## src/sv/uets_pkg.sv

```systemverilog
// shared types and constants for the usb endpoint transfer sequencer
// no dependencies; imported by every module of the block
`timescale 1ns / 1ps
`default_nettype none

package uets_pkg;

    typedef enum logic [2:0] {
        REQ_BUS_RESET   = 3'd0,
        REQ_OPEN        = 3'd1,
        REQ_START       = 3'd2,
        REQ_DONE_OK     = 3'd3,
        REQ_DONE_ERR    = 3'd4,
        REQ_STALL       = 3'd5,
        REQ_CLEAR_STALL = 3'd6,
        REQ_SETUP       = 3'd7
    } t_req_type;

    typedef enum logic {
        S_IDLE = 1'b0,
        S_EXEC = 1'b1
    } t_state;

    localparam logic [1:0] ARM_NONE  = 2'd0;
    localparam logic [1:0] ARM_DATA  = 2'd1;
    localparam logic [1:0] ARM_STALL = 2'd2;

    localparam logic [1:0] EP_KIND_CONTROL = 2'd0;
    localparam logic [1:0] EP_KIND_ISO     = 2'd1;

    localparam logic [6:0] SETUP_LEN = 7'd8;
    localparam logic [6:0] CRC_LEN   = 7'd2;

    // one endpoint direction as kept in the table
    typedef struct packed {
        logic [6:0]  mps;
        logic [15:0] length;
        logic        zld;
        logic [15:0] pos;
        logic [6:0]  last_pkt;
        logic        busy;
        logic [1:0]  kind;
        logic        halted;
    } t_ep_dir;

    // one table row: index 0 is OUT, index 1 is IN
    typedef t_ep_dir [1:0] t_ep_row;

    typedef struct packed {
        t_req_type   req_type;
        logic [3:0]  ep_num;
        logic        dir_in;
        logic [1:0]  ep_kind;
        logic [6:0]  max_packet;
        logic [15:0] byte_count;
        logic [6:0]  rx_len;
    } t_req;

    typedef struct packed {
        logic [1:0]  arm_kind;
        logic [6:0]  arm_len;
        logic [15:0] data_offset;
        logic [11:0] mem_ptr;
        logic        alloc_overflow;
        logic        xfer_complete;
        logic [15:0] complete_bytes;
        logic        setup_accepted;
        logic        ep_halted;
    } t_result;

    typedef struct packed {
        logic we;
        logic clr_all;
    } t_wb;

endpackage

`default_nettype wire

```

## src/sv/uets_ep_ram.sv

```systemverilog
// endpoint table memory: one row per endpoint, both directions side by side
// synchronous registered read, row valid bits make unwritten rows read as zero
// depends on uets_pkg
`timescale 1ns / 1ps
`default_nettype none

module uets_ep_ram #(
    parameter int DEPTH = 16,
    parameter int AW    = 4
) (
    input  wire                  i_clk,
    input  wire                  i_rst_n,
    input  wire                  i_re,
    input  wire [AW-1:0]         i_raddr,
    output uets_pkg::t_ep_row    o_rdata,
    input  wire                  i_we,
    input  wire                  i_clr_all,
    input  wire [AW-1:0]         i_waddr,
    input  uets_pkg::t_ep_row    i_wdata
);
    import uets_pkg::*;

    t_ep_row            mem [DEPTH];
    t_ep_row            r_rd;
    logic               r_rd_valid;
    logic [DEPTH-1:0]   r_valid;
    logic [DEPTH-1:0]   n_valid;

    always_ff @(posedge i_clk) begin
        if (i_we) begin
            mem[i_waddr] <= i_wdata;
        end
        if (i_re) begin
            r_rd <= mem[i_raddr];
        end
    end

    always_comb begin
        n_valid = i_clr_all ? '0 : r_valid;
        if (i_we) begin
            n_valid[i_waddr] = 1'b1;
        end
    end

    always_ff @(posedge i_clk) begin
        if (!i_rst_n) begin
            r_valid    <= '0;
            r_rd_valid <= 1'b0;
        end else begin
            r_valid <= n_valid;
            if (i_re) begin
                r_rd_valid <= r_valid[i_raddr];
            end
        end
    end

    assign o_rdata = r_rd_valid ? r_rd : '0;

endmodule

`default_nettype wire

```

## src/sv/uets_ep_alu.sv

```systemverilog
// event logic: takes the fetched row and global state, returns the row to write back,
// the new global state and the result beat; purely combinational
// depends on uets_pkg
`timescale 1ns / 1ps
`default_nettype none

module uets_ep_alu #(
    parameter int NUM_EP        = 16,
    parameter int MAX_PKT       = 64,
    parameter int PKT_MEM_BYTES = 4096,
    localparam int FP_W         = $clog2(PKT_MEM_BYTES + 1),
    localparam int FS_W         = FP_W + 1
) (
    input  uets_pkg::t_req      i_req,
    input  uets_pkg::t_ep_row   i_row,
    input  wire                 i_stall,
    input  wire [FP_W-1:0]      i_in_free,
    input  wire [FP_W-1:0]      i_out_free,
    output uets_pkg::t_ep_row   o_row,
    output uets_pkg::t_wb       o_wb,
    output logic                o_stall,
    output logic [FP_W-1:0]     o_in_free,
    output logic [FP_W-1:0]     o_out_free,
    output uets_pkg::t_result   o_res
);
    import uets_pkg::*;

    typedef struct packed {
        t_ep_dir     d;
        logic        fin;
        logic [1:0]  arm_kind;
        logic [6:0]  arm_len;
        logic [15:0] off;
    } t_step;

    // next IN packet; fin when nothing is left to send
    function automatic t_step f_in_next(t_ep_dir d);
        t_step       s;
        logic [15:0] rem;
        logic [15:0] pkt;
        s   = '0;
        s.d = d;
        rem = d.length - d.pos;
        pkt = (rem > {9'd0, d.mps}) ? {9'd0, d.mps} : rem;
        if (!d.zld && d.length != 16'd0 && d.pos < d.length) begin
            s.arm_kind   = ARM_DATA;
            s.arm_len    = pkt[6:0];
            s.off        = d.pos;
            s.d.pos      = d.pos + pkt;
            s.d.last_pkt = pkt[6:0];
        end else if (!d.zld && d.length == 16'd0) begin
            s.arm_kind   = ARM_DATA;
            s.d.zld      = 1'b1;
            s.d.last_pkt = 7'd0;
            s.fin        = 1'b1;
        end else begin
            s.fin = 1'b1;
        end
        return s;
    endfunction

    // account an OUT packet of n bytes; fin on short or final packet
    function automatic t_step f_out_next(t_ep_dir d, logic [6:0] n);
        t_step       s;
        logic [15:0] rem;
        logic [15:0] take;
        logic [15:0] npos;
        s    = '0;
        s.d  = d;
        rem  = d.length - d.pos;
        take = ({9'd0, n} > rem) ? rem : {9'd0, n};
        npos = d.pos + take;
        if (!d.zld && d.length != 16'd0 && d.pos < d.length) begin
            s.off   = d.pos;
            s.d.pos = npos;
            if (n != d.mps || npos == d.length) begin
                s.fin = 1'b1;
            end else begin
                s.arm_kind = ARM_DATA;
                s.arm_len  = d.mps;
            end
        end else if (!d.zld && d.length == 16'd0) begin
            s.arm_kind = ARM_DATA;
            s.arm_len  = d.mps;
            s.d.zld    = 1'b1;
            s.fin      = 1'b1;
        end else begin
            s.fin = 1'b1;
        end
        return s;
    endfunction

    logic            ep0;
    logic            in_range;
    logic [6:0]      mps_sat;
    logic [FS_W-1:0] in_sum;
    logic [FS_W-1:0] out_sum;
    logic [FS_W-1:0] out_sum_ctl;
    logic            in_ovf;
    logic            out_ovf;
    logic            out_ovf_ctl;
    logic [6:0]      rx_bytes;
    t_ep_dir         d;
    t_step           step;
    logic            fin;

    assign ep0         = (i_req.ep_num == 4'd0);
    assign in_range    = ({1'b0, i_req.ep_num} < 5'(NUM_EP));
    assign mps_sat     = (i_req.max_packet > 7'(MAX_PKT)) ? 7'(MAX_PKT) : i_req.max_packet;
    assign in_sum      = {1'b0, i_in_free} + FS_W'(mps_sat);
    assign out_sum     = {1'b0, i_out_free} + FS_W'(mps_sat);
    assign out_sum_ctl = out_sum + FS_W'(SETUP_LEN);
    assign in_ovf      = in_sum > FS_W'(PKT_MEM_BYTES);
    assign out_ovf     = out_sum > FS_W'(PKT_MEM_BYTES);
    assign out_ovf_ctl = out_sum_ctl > FS_W'(PKT_MEM_BYTES);
    // crc bytes are not data; anything shorter counts as empty
    assign rx_bytes    = (i_req.rx_len >= CRC_LEN) ? i_req.rx_len - CRC_LEN : 7'd0;

    always_comb begin
        o_row      = i_row;
        d          = i_row[i_req.dir_in];
        o_stall    = i_stall;
        o_in_free  = i_in_free;
        o_out_free = i_out_free;
        o_res      = '0;
        o_wb       = '0;
        step       = '0;
        fin        = 1'b0;
        unique case (i_req.req_type) inside
            REQ_BUS_RESET: begin
                o_row           = '0;
                o_row[0].mps    = 7'(MAX_PKT);
                o_row[1].mps    = 7'(MAX_PKT);
                o_in_free       = FP_W'(MAX_PKT);
                o_out_free      = FP_W'(MAX_PKT) + FP_W'(SETUP_LEN);
                o_stall         = 1'b0;
                o_wb.we         = 1'b1;
                o_wb.clr_all    = 1'b1;
                o_res.arm_kind  = ARM_DATA;
                o_res.arm_len   = SETUP_LEN;
            end
            REQ_SETUP: begin
                if (!i_row[0].busy && !i_row[1].busy) begin
                    o_stall              = 1'b0;
                    o_res.arm_kind       = ARM_DATA;
                    o_res.arm_len        = SETUP_LEN;
                    o_res.setup_accepted = 1'b1;
                end
                o_res.ep_halted = o_stall;
            end
            default: begin
                if (in_range) begin
                    o_wb.we = 1'b1;
                    unique case (i_req.req_type) inside
                        REQ_OPEN: begin
                            d.mps = mps_sat;
                            if (i_req.ep_kind == EP_KIND_CONTROL) begin
                                o_res.mem_ptr = 12'(i_in_free);
                                if (in_ovf || out_ovf_ctl) begin
                                    o_res.alloc_overflow = 1'b1;
                                end else begin
                                    o_in_free  = in_sum[FP_W-1:0];
                                    o_out_free = out_sum_ctl[FP_W-1:0];
                                end
                                d.kind                       = EP_KIND_CONTROL;
                                o_row[!i_req.dir_in].mps     = mps_sat;
                                o_row[!i_req.dir_in].kind    = EP_KIND_CONTROL;
                                o_res.arm_kind               = ARM_DATA;
                                o_res.arm_len                = SETUP_LEN;
                            end else begin
                                d.kind = i_req.ep_kind;
                                if (i_req.dir_in) begin
                                    o_res.mem_ptr = 12'(i_in_free);
                                    if (in_ovf) o_res.alloc_overflow = 1'b1;
                                    else o_in_free = in_sum[FP_W-1:0];
                                end else begin
                                    o_res.mem_ptr = 12'(i_out_free);
                                    if (out_ovf) o_res.alloc_overflow = 1'b1;
                                    else o_out_free = out_sum[FP_W-1:0];
                                end
                            end
                        end
                        REQ_START: begin
                            d.length = i_req.byte_count;
                            d.pos    = 16'd0;
                            d.zld    = 1'b0;
                            d.busy   = 1'b1;
                            if (i_req.dir_in) begin
                                step              = f_in_next(d);
                                d                 = step.d;
                                o_res.arm_kind    = step.arm_kind;
                                o_res.arm_len     = step.arm_len;
                                o_res.data_offset = step.off;
                            end else begin
                                o_res.arm_kind = ARM_DATA;
                                o_res.arm_len  = d.mps;
                            end
                        end
                        REQ_DONE_OK, REQ_DONE_ERR: begin
                            if (!d.busy) begin
                                fin = 1'b0;
                            end else if (ep0 && i_stall) begin
                                o_res.arm_kind = ARM_STALL;
                            end else if (i_req.req_type == REQ_DONE_ERR) begin
                                // re-arm the packet that failed
                                o_res.arm_kind = ARM_DATA;
                                if (i_req.dir_in) begin
                                    o_res.arm_len = d.last_pkt;
                                    o_res.data_offset = (d.pos >= {9'd0, d.last_pkt}) ?
                                        d.pos - {9'd0, d.last_pkt} : 16'd0;
                                end else begin
                                    o_res.arm_len     = d.mps;
                                    o_res.data_offset = d.pos;
                                end
                            end else begin
                                if (i_req.dir_in) step = f_in_next(d);
                                else step = f_out_next(d, rx_bytes);
                                d                 = step.d;
                                fin               = step.fin;
                                o_res.arm_kind    = step.arm_kind;
                                o_res.arm_len     = step.arm_len;
                                o_res.data_offset = step.off;
                            end
                            if (fin) begin
                                o_res.xfer_complete  = 1'b1;
                                o_res.complete_bytes = d.pos;
                                d.busy               = 1'b0;
                            end
                        end
                        REQ_STALL: begin
                            if (ep0) begin
                                o_stall        = 1'b1;
                                o_res.arm_kind = ARM_STALL;
                            end else if (d.kind != EP_KIND_ISO) begin
                                d.halted = 1'b1;
                            end
                        end
                        REQ_CLEAR_STALL: begin
                            if (ep0) o_stall = 1'b0;
                            else if (d.kind != EP_KIND_ISO) d.halted = 1'b0;
                        end
                        default: begin
                            o_wb.we = 1'b0;
                        end
                    endcase
                    o_row[i_req.dir_in] = d;
                    o_res.ep_halted     = ep0 ? o_stall : d.halted;
                end
            end
        endcase
    end

endmodule

`default_nettype wire

```

## src/sv/usb_endpoint_transfer_sequencer.sv

```systemverilog
// usb device endpoint transfer sequencer, top level
// flow: an accepted event is registered and its table row is read, the exec state does the
// read-modify-write on the same row, then the result beat appears on o_strobe; no new event
// is taken until the state is back in idle; busy is high during the write cycle
// reset: synchronous active low; table rows read as zero through row valid bits, no sweep
// results cannot be held off; each beat stands for exactly one cycle
`timescale 1ns / 1ps
`default_nettype none

module usb_endpoint_transfer_sequencer #(
    parameter int NUM_EP        = 16,
    parameter int MAX_PKT       = 64,
    parameter int PKT_MEM_BYTES = 4096
) (
    input  wire         i_clk,
    input  wire         i_rst_n,
    input  wire         start,
    output logic        busy,
    input  wire [2:0]   i_req_type,
    input  wire [3:0]   i_ep_num,
    input  wire         i_dir_in,
    input  wire [1:0]   i_ep_kind,
    input  wire [6:0]   i_max_packet,
    input  wire [15:0]  i_byte_count,
    input  wire [6:0]   i_rx_len,
    output logic        o_strobe,
    output logic [1:0]  o_arm_kind,
    output logic [6:0]  o_arm_len,
    output logic [15:0] o_data_offset,
    output logic [11:0] o_mem_ptr,
    output logic        o_alloc_overflow,
    output logic        o_xfer_complete,
    output logic [15:0] o_complete_bytes,
    output logic        o_setup_accepted,
    output logic        o_ep_halted
);
    import uets_pkg::*;

    localparam int FP_W = $clog2(PKT_MEM_BYTES + 1);
    localparam int EP_AW = (NUM_EP > 1) ? $clog2(NUM_EP) : 1;

    t_state             r_state;
    t_state             n_state;
    t_req               r_req;
    logic               r_stall;
    logic [FP_W-1:0]    r_in_free;
    logic [FP_W-1:0]    r_out_free;
    logic               r_strobe;
    t_result            r_res;

    logic               accept;
    logic               ram_we;
    logic [EP_AW-1:0]   raddr;
    logic [EP_AW-1:0]   waddr;
    t_ep_row            rd_row;
    t_ep_row            wr_row;
    t_wb                wb;
    logic               alu_stall;
    logic [FP_W-1:0]    alu_in_free;
    logic [FP_W-1:0]    alu_out_free;
    t_result            alu_res;

    // setup always looks at endpoint 0
    assign raddr = (t_req_type'(i_req_type) == REQ_SETUP) ? '0 : i_ep_num[EP_AW-1:0];
    assign waddr = (r_req.req_type == REQ_BUS_RESET) ? '0 : r_req.ep_num[EP_AW-1:0];

    uets_ep_ram #(
        .DEPTH (NUM_EP),
        .AW    (EP_AW)
    ) u_ram (
        .i_clk     (i_clk),
        .i_rst_n   (i_rst_n),
        .i_re      (accept),
        .i_raddr   (raddr),
        .o_rdata   (rd_row),
        .i_we      (ram_we),
        .i_clr_all (ram_we && wb.clr_all),
        .i_waddr   (waddr),
        .i_wdata   (wr_row)
    );

    uets_ep_alu #(
        .NUM_EP        (NUM_EP),
        .MAX_PKT       (MAX_PKT),
        .PKT_MEM_BYTES (PKT_MEM_BYTES)
    ) u_alu (
        .i_req      (r_req),
        .i_row      (rd_row),
        .i_stall    (r_stall),
        .i_in_free  (r_in_free),
        .i_out_free (r_out_free),
        .o_row      (wr_row),
        .o_wb       (wb),
        .o_stall    (alu_stall),
        .o_in_free  (alu_in_free),
        .o_out_free (alu_out_free),
        .o_res      (alu_res)
    );

    always_ff @(posedge i_clk) begin
        if (!i_rst_n) begin
            r_state <= S_IDLE;
        end else begin
            r_state <= n_state;
        end
    end

    always_comb begin
        n_state = r_state;
        accept  = 1'b0;
        ram_we  = 1'b0;
        busy    = 1'b0;
        unique case (r_state)
            S_IDLE: begin
                accept = start;
                if (start) n_state = S_EXEC;
            end
            S_EXEC: begin
                busy    = 1'b1;
                ram_we  = wb.we;
                n_state = S_IDLE;
            end
            default: begin
                n_state = S_IDLE;
            end
        endcase
    end

    always_ff @(posedge i_clk) begin
        if (!i_rst_n) begin
            r_stall    <= 1'b0;
            r_in_free  <= '0;
            r_out_free <= '0;
            r_strobe   <= 1'b0;
        end else begin
            r_strobe <= (r_state == S_EXEC);
            if (r_state == S_EXEC) begin
                r_stall    <= alu_stall;
                r_in_free  <= alu_in_free;
                r_out_free <= alu_out_free;
            end
        end
    end

    always_ff @(posedge i_clk) begin
        if (accept) begin
            r_req.req_type   <= t_req_type'(i_req_type);
            r_req.ep_num     <= i_ep_num;
            r_req.dir_in     <= i_dir_in;
            r_req.ep_kind    <= i_ep_kind;
            r_req.max_packet <= i_max_packet;
            r_req.byte_count <= i_byte_count;
            r_req.rx_len     <= i_rx_len;
        end
        if (r_state == S_EXEC) begin
            r_res <= alu_res;
        end
    end

    assign o_strobe         = r_strobe;
    assign o_arm_kind       = r_res.arm_kind;
    assign o_arm_len        = r_res.arm_len;
    assign o_data_offset    = r_res.data_offset;
    assign o_mem_ptr        = r_res.mem_ptr;
    assign o_alloc_overflow = r_res.alloc_overflow;
    assign o_xfer_complete  = r_res.xfer_complete;
    assign o_complete_bytes = r_res.complete_bytes;
    assign o_setup_accepted = r_res.setup_accepted;
    assign o_ep_halted      = r_res.ep_halted;

endmodule

`default_nettype wire
```

## config.mk

```make
export PLATFORM = sky130hd
export DESIGN_NAME = usb_endpoint_transfer_sequencer
export DESIGN_NICKNAME = d
export VERILOG_FILES = /design/src/sv/uets_pkg.sv /design/src/sv/uets_ep_ram.sv /design/src/sv/uets_ep_alu.sv /design/src/sv/usb_endpoint_transfer_sequencer.sv
export SDC_FILE = /design/constraint.sdc
export NUM_CORES = 2
export LEC_CHECK = 0
export BUFFER_PORTS_ARGS = -buffer_cell sky130_fd_sc_hd__buf_4
export CAP_MARGIN = 20
export CORE_MARGIN = 2
export CORE_UTILIZATION = 25
export CTS_BUF_LIST = sky130_fd_sc_hd__clkbuf_4 sky130_fd_sc_hd__clkbuf_8
export DETAILED_ROUTE_END_ITERATION = 10
export SETUP_SLACK_MARGIN = 0.4
export SLEW_MARGIN = 10
export SYNTH_ARGS = -nofsm -noshare
export SYNTH_HDL_FRONTEND = slang
export SYNTH_HIERARCHICAL = 1
export SYNTH_SLANG_ARGS = --single-unit
```

## constraint.sdc

```tcl
create_clock -name i_clk -period 14.1 [get_ports i_clk]
set_input_delay 2.82 -clock i_clk [delete_from_list [all_inputs] [get_ports i_clk]]
set_output_delay 2.82 -clock i_clk [all_outputs]
set_load 0.02 [all_outputs]
```

## After elaboration in Yosys (flattened, before gate mapping)

Memories as Yosys holds them, arrays and structs flattened. A register that Yosys moved wholly into a read port is not among the register bits.
Index checks and enable logic that the tools add are counted.

- Add/sub/neg operators: 8
- $lt $le $gt $ge: 18
- Eq/ne operators: 15
- Mux-type cells: 128
- Bitwise operators: 6
- Reduce and logical (&&, ||, !) cells: 33

Operators by type and width:

| kind | count |
|---|---|
| 2-to-1 mux 102 bit | 4 |
| 2-to-1 mux 51 bit | 7 |
| bitwise mux 102 bit | 3 |
| one-hot mux 102 bit (2 select lines) | 1 |
| 2-to-1 mux 16 bit | 11 |
| 2-to-1 mux 13 bit | 12 |
| demux 51 bit (select 1 bit) | 3 |
| 2-to-1 mux 23 bit | 4 |
| one-hot mux 41 bit (2 select lines) | 1 |
| 2-to-1 mux 77 bit | 1 |
| 2-to-1 mux 53 bit | 1 |
| one-hot mux 13 bit (2 select lines) | 2 |
| 2-to-1 mux 25 bit | 2 |
| 2-to-1 mux 7 bit | 7 |
| greater-than comparator 14 x 13 -> 1 bit, second input constant | 3 |
| one-hot mux 7 bit (3 select lines) | 2 |
| 2-to-1 mux 41 bit | 1 |
| 2-to-1 mux 1 bit | 37 |
| adder 16 bit | 2 |
| greater-than comparator 16 x 7 -> 1 bit | 2 |
| logical NOT 16 bit | 2 |
| 2-to-1 mux 8 bit | 4 |
| one-hot mux 16 bit (2 select lines) | 1 |
| nonzero test 16 bit | 2 |
| 52 further kinds | 93 |

- Register bits: 143
- Bits in writable memories: 1,632
- Input port bits: 43
- Output and inout bits: 59
- Logic and storage cells: 232
- Memories kept: 1

Memories:

| memory | words | width | rd ports | clocked after memory_dff | write ports | line | source |
|---|---|---|---|---|---|---|---|
| u_ram.mem | 16 | 102 | 1 | 1 | 1 | uets_ep_ram.sv:23 | `t_ep_row mem [DEPTH];` |

## Logic depth before layout (Yosys ltp)

- Depth after elaboration: 23
- Gate-level depth with buffers: 37
- Gate-level depth less buffers: 30

## Hierarchy

Netlist, hierarchy kept.

By module, submodules not included:

| module | times used | cells an instance | area each (µm²) | seq. area each (µm²) |
|---|---|---|---|---|
| uets_ep_ram | 1 | 2,565 | 65,891.9 | 52,410.3 |
| uets_ep_alu | 1 | 1,717 | 10,481.3 | 0.0 |
| usb_endpoint_transfer_sequencer | 1 | 202 | 4,111.4 | 3,493.4 |

## Least setup slack after synthesis

Ideal clock, no wire load.

- Path type: register to register
- Start point: register r_state
- End point: memory u_ram/mem[0][0] (netlist name), enable pin
- Library setup time: 0.690 ns
- Arrival: 9.695 ns
- Data required time: 13.410 ns
- Setup slack: 3.715 ns
- Stages on the path, launching flop included: 6
- Buffers on the path: 2
- Period minus slack after synthesis: 10.385 ns
- Cells stage by stage: dfxtp_1 buf_6 buf_12 and2_1 or3b_2 nor3_1

- Longest elaborated chain between the ends: 3

RTL lines:

| what | line | source |
|---|---|---|
| start, declared | usb_endpoint_transfer_sequencer.sv:42 | `t_state r_state;` |
| start signal, assigned | usb_endpoint_transfer_sequencer.sv:104 | `r_state <= n_state;` |
| 2-to-1 mux 1 bit | usb_endpoint_transfer_sequencer.sv:113 | `unique case (r_state)` |
| via ram_we | usb_endpoint_transfer_sequencer.sv:52 | `logic ram_we;` |
| 2-to-1 mux 1 bit | uets_ep_ram.sv:30 | `if (i_we) begin` |
| 2-to-1 mux 1 bit (implied by the code) | uets_ep_ram.sv:31 | `mem[i_waddr] <= i_wdata;` |
| end, declared | uets_ep_ram.sv:23 |  |

The timed path passes the listed nets, and every way through them passes these cells.

==> reports/metrics.yaml <==
design.die.area_mm2: 0.326
syn-cell-area_mm2: 0.0805
area_used_by_multi_input_combinational_logic_mm2: 0.0231
cp_data_required_time_ps: 14980
total_leakage_power_nw: 29.8
slew_violations: 0
timing.max_slew.rel_slack_pct: 15.3
synth-seq-area-share_pct: 69.5
fin_worst_hold_slack_ps: 567
routabilityCongestion: 0.935
routed_wire_length_um: 228000
yosysWarningCount: 6
syn-instance-count: 4484
track_usage_pct: 13.6
dp_hpwl_um: 134000
finalSetupViolCount: 0
fin_skew_ps: 129
dr_total_vias: 44800
critical-path-max-stage-delay_ps: 780
critPathCaptureType: "register"
critical_path.most_common_cell: "a21oi_1"
layout.area.seq_mm2: 0.0559
globalRouteOverflowTotal: 0
synth_top_flop_cell: "edfxtp_1"
synth_edf_count: 1831
initial_utilization_pct: 25.1
clock_insertion_delay_worst_skew_ps: 1110
max_cap_viol_count: 0
area.growth.synth_to_final_pct: 15.6
cts-root-to-sink-buffers: 4
drc: 0
holdCritPathClass: "register to register"
synth_top_area_cell: "edfxtp_1"
worst_setup_path_type: "register to register"
setup-tns-final_ps: 0
initialDrtViolationCount: 5399
hp-start: "r_in_free[1]$_SDFFE_PN0P_"
timing.critical_path.from: "u_ram/r_rd_valid$_SDFFE_PN0P_"
fp.dieH_um: 571
synth.top_cells.by_count: "1,831 x edfxtp_1, 512 x mux4_2, 273 x nand2_1, 192 x nor2_1, 169 x a21oi_1"
cts_setup_buffers: 0
clock_tree.htree_level_count: 5
rows: 208
part_of_the_power_in_the_clock_network_pct: 39.9
power.switching_mw: 2.84
synthArstFlopShare_pct: 0
crit_fanout: 57
yosys.area.top_type_share_pct: 68.3
synth_area_leaders: "edfxtp_1 68%, mux4_2 14%, ha_1 1.4%"
ys_types: 103
cts.clk_slew.worst_paths_ps: 70
worst_slew_pin_slew_ps: 1260
ctsResizeCount: 0
vias_per_cell: 4.78
layout.filler_cells: 31700
grt_first_pass_wirelength_um: 326000
unrepaired_setup_endpoints_after_global_routing: "false"
sw_frac_of_total_pct: 23.4
place.port_buffers: 101
number_of_nets_at_the_end_of_the_flow: 4985
worstPathArrival_ps: 10290
synth_most_common_cell: "edfxtp_1"
cts_hold_buf: 0
synth.avg_cell_area_um2: 17.9
maxClockFrequency_mhz: 106
critPathTopFamily: "simple AND/OR/NAND/NOR gates"
wire_per_inst_um: 24.3
antenna_found_initial: 9
drtAntennaViolNets: 0
pin_count: 102
layout-drive-gt1-share_pct: 26.1
tritoncts.num_buffers: 327
synth-seq-cells: 1877
irDropWorstVdd_v: 0.000108
cpMaxStageDelayCell: "or4_1"
clkSinkCount: 1877
outcome: "finished clean"
pwr_density_cell_mw_per_mm2: 130
placeable_core_region_mm2: 0.321
seq_power_share_pct: 51.6
worst_setup_path_start_kind: "register"
finalCriticalPeriod_ps: 9410
fin_crit_sh_pct: 66.7
timing_hold_violations_final: 0
die_width_um: 571
grt_pass1_vias: 45100
power.share.combinational_pct: 8.5
clk_root_buffer_cell: "clkbuf_8"
critical_path_buf_inv_count: 2
cts_tree: "yes"
dr.pass1.iters: 7
crit-reg2reg-launch: "u_ram/r_rd_valid$_SDFFE_PN0P_"
grt_max_degree: 133
p_int_mw: 9.27
placed cells by master (no fill, tap or decap), types with 13 or more instances in the layout:
master / n
mux2_2: 17
inv_1: 82
nand4_1: 15
edfxtp_1: 1831
dfxtp_1: 44
nand2b_1: 24
ha_1: 90
a22o_1: 38
xnor2_1: 44
buf_4: 229
clkinv_2: 37
nor2b_1: 83
nor3_1: 46
a21o_1: 22
o211ai_1: 27
nand3_1: 48
clkbuf_4: 91
and2_1: 115
buf_12: 15
clkinv_1: 75
a211oi_1: 19
nand2_1: 272
a21oi_1: 168
xor2_1: 26
mux2i_1: 70
o21ai_0: 150
nor2_1: 178
clkbuf_8: 337
conb_1: 16
o21a_1: 38
mux4_2: 512
bufinv_16: 13
power by group through the flow:
| stage | registers (mW) | clock network, mW | logic [mW] |
|---|---|---|---|
| finish | 6.25 | 4.83 | 1.03 |
| global route | 6.25 | 5.17 | 1.10 |
| CTS | 6.25 | 4.94 | 1.02 |
| detailed placement | 6.37 | 0 | 1.02 |
| global placement | 6.37 | 0 | 1.01 |
| floorplan | 6.36 | 0 | 0.684 |
routing by layer:
layer / global-route usage (%) / vias to the layer above / routed length (um)
li1: - / 18900 / -
met1: 17.6 / 23700 / 92300
met2: 23.2 / 1841 / 113000
met3: 2.32 / 389 / 15200
met4: 4.51 / 2 / 6800
met5: 0 / - / 9
logic make-up after synthesis:
group | synth area share, %
XOR/XNOR | 0.830
adder cells (fa/ha/maj) | 1.55
multiplexers | 15.4
AO/OA/AOI/OAI | 5.15
AND/OR/NAND/NOR | 5.51
flip-flops | 69.5
buffers and inverters | 2.06
other | 0.00466
final cells by class:
class	instances	share of cell area (%)
Antenna cell	7	0.0188
Clock buffer	424	5.67
Clock inverter	132	0.995
Inverter	85	0.343
Multi-Input combinational cell	2306	24.9
Sequential cell	1877	60.1
Tap cell	4305	5.79
Timing Repair Buffer	249	2.23
state kept, by name (all words and copies together), names as in the netlist:
signal            count
u_ram/mem          1632
u_ram/r_rd          102
r_req                40
o_complete_bytes     16
o_data_offset        16
u_ram/r_valid        16
r_in_free            13
r_out_free           13
o_mem_ptr            12
o_arm_len             7
o_arm_kind            2
o_alloc_overflow      1
o_ep_halted           1
o_setup_accepted      1
o_strobe              1
o_xfer_complete       1
r_stall               1
r_state               1
u_ram/r_rd_valid      1
final timing paths:
kind / cells past startpoint / slack, ps / to
hold reg to reg: 2 / 570 / r_in_free[1]$_SDFFE_PN0P_
setup reg to reg: 27 / 4690 / o_complete_bytes[0]$_DFFE_PP_
hold / removal: 2 / 570 / r_in_free[1]$_SDFFE_PN0P_
setup / recovery: 27 / 4690 / o_complete_bytes[0]$_DFFE_PP_
worst reg2reg max path: cells and delay by family, from the launching register on:
kind                       cells  cell delay [ps]
and+or+nand+nor               11             3170
AOI/OAI and AO/OA              9             3050
muxes                          1              190
buffers and inverters          2              800
adders and majority gates      3             1120
DFF                            1              700
xor gates and xnor gates       1              190
metrics by stage:
| step | std cells | cell area [um2] | util (%) | setup WS, ps | total power [mW] |
|---|---|---|---|---|---|
| after CTS | 9368 | 92900 | 29.0 | 4490 | 12.2 |
| after global placement | 8812 | 86700 | 27.0 | 4660 | 7.38 |
| final | 9385 | 93000 | 29.0 | 4690 | 12.1 |
| after floorplan | 4499 | 80500 | - | 3710 | 7.04 |
| after detailed placement | 8812 | 86700 | 27.0 | 4560 | 7.39 |
| after global routing | 9380 | 93000 | 29.0 | 4140 | 12.5 |
No activity file was read; power rests on OpenSTA's default activity.
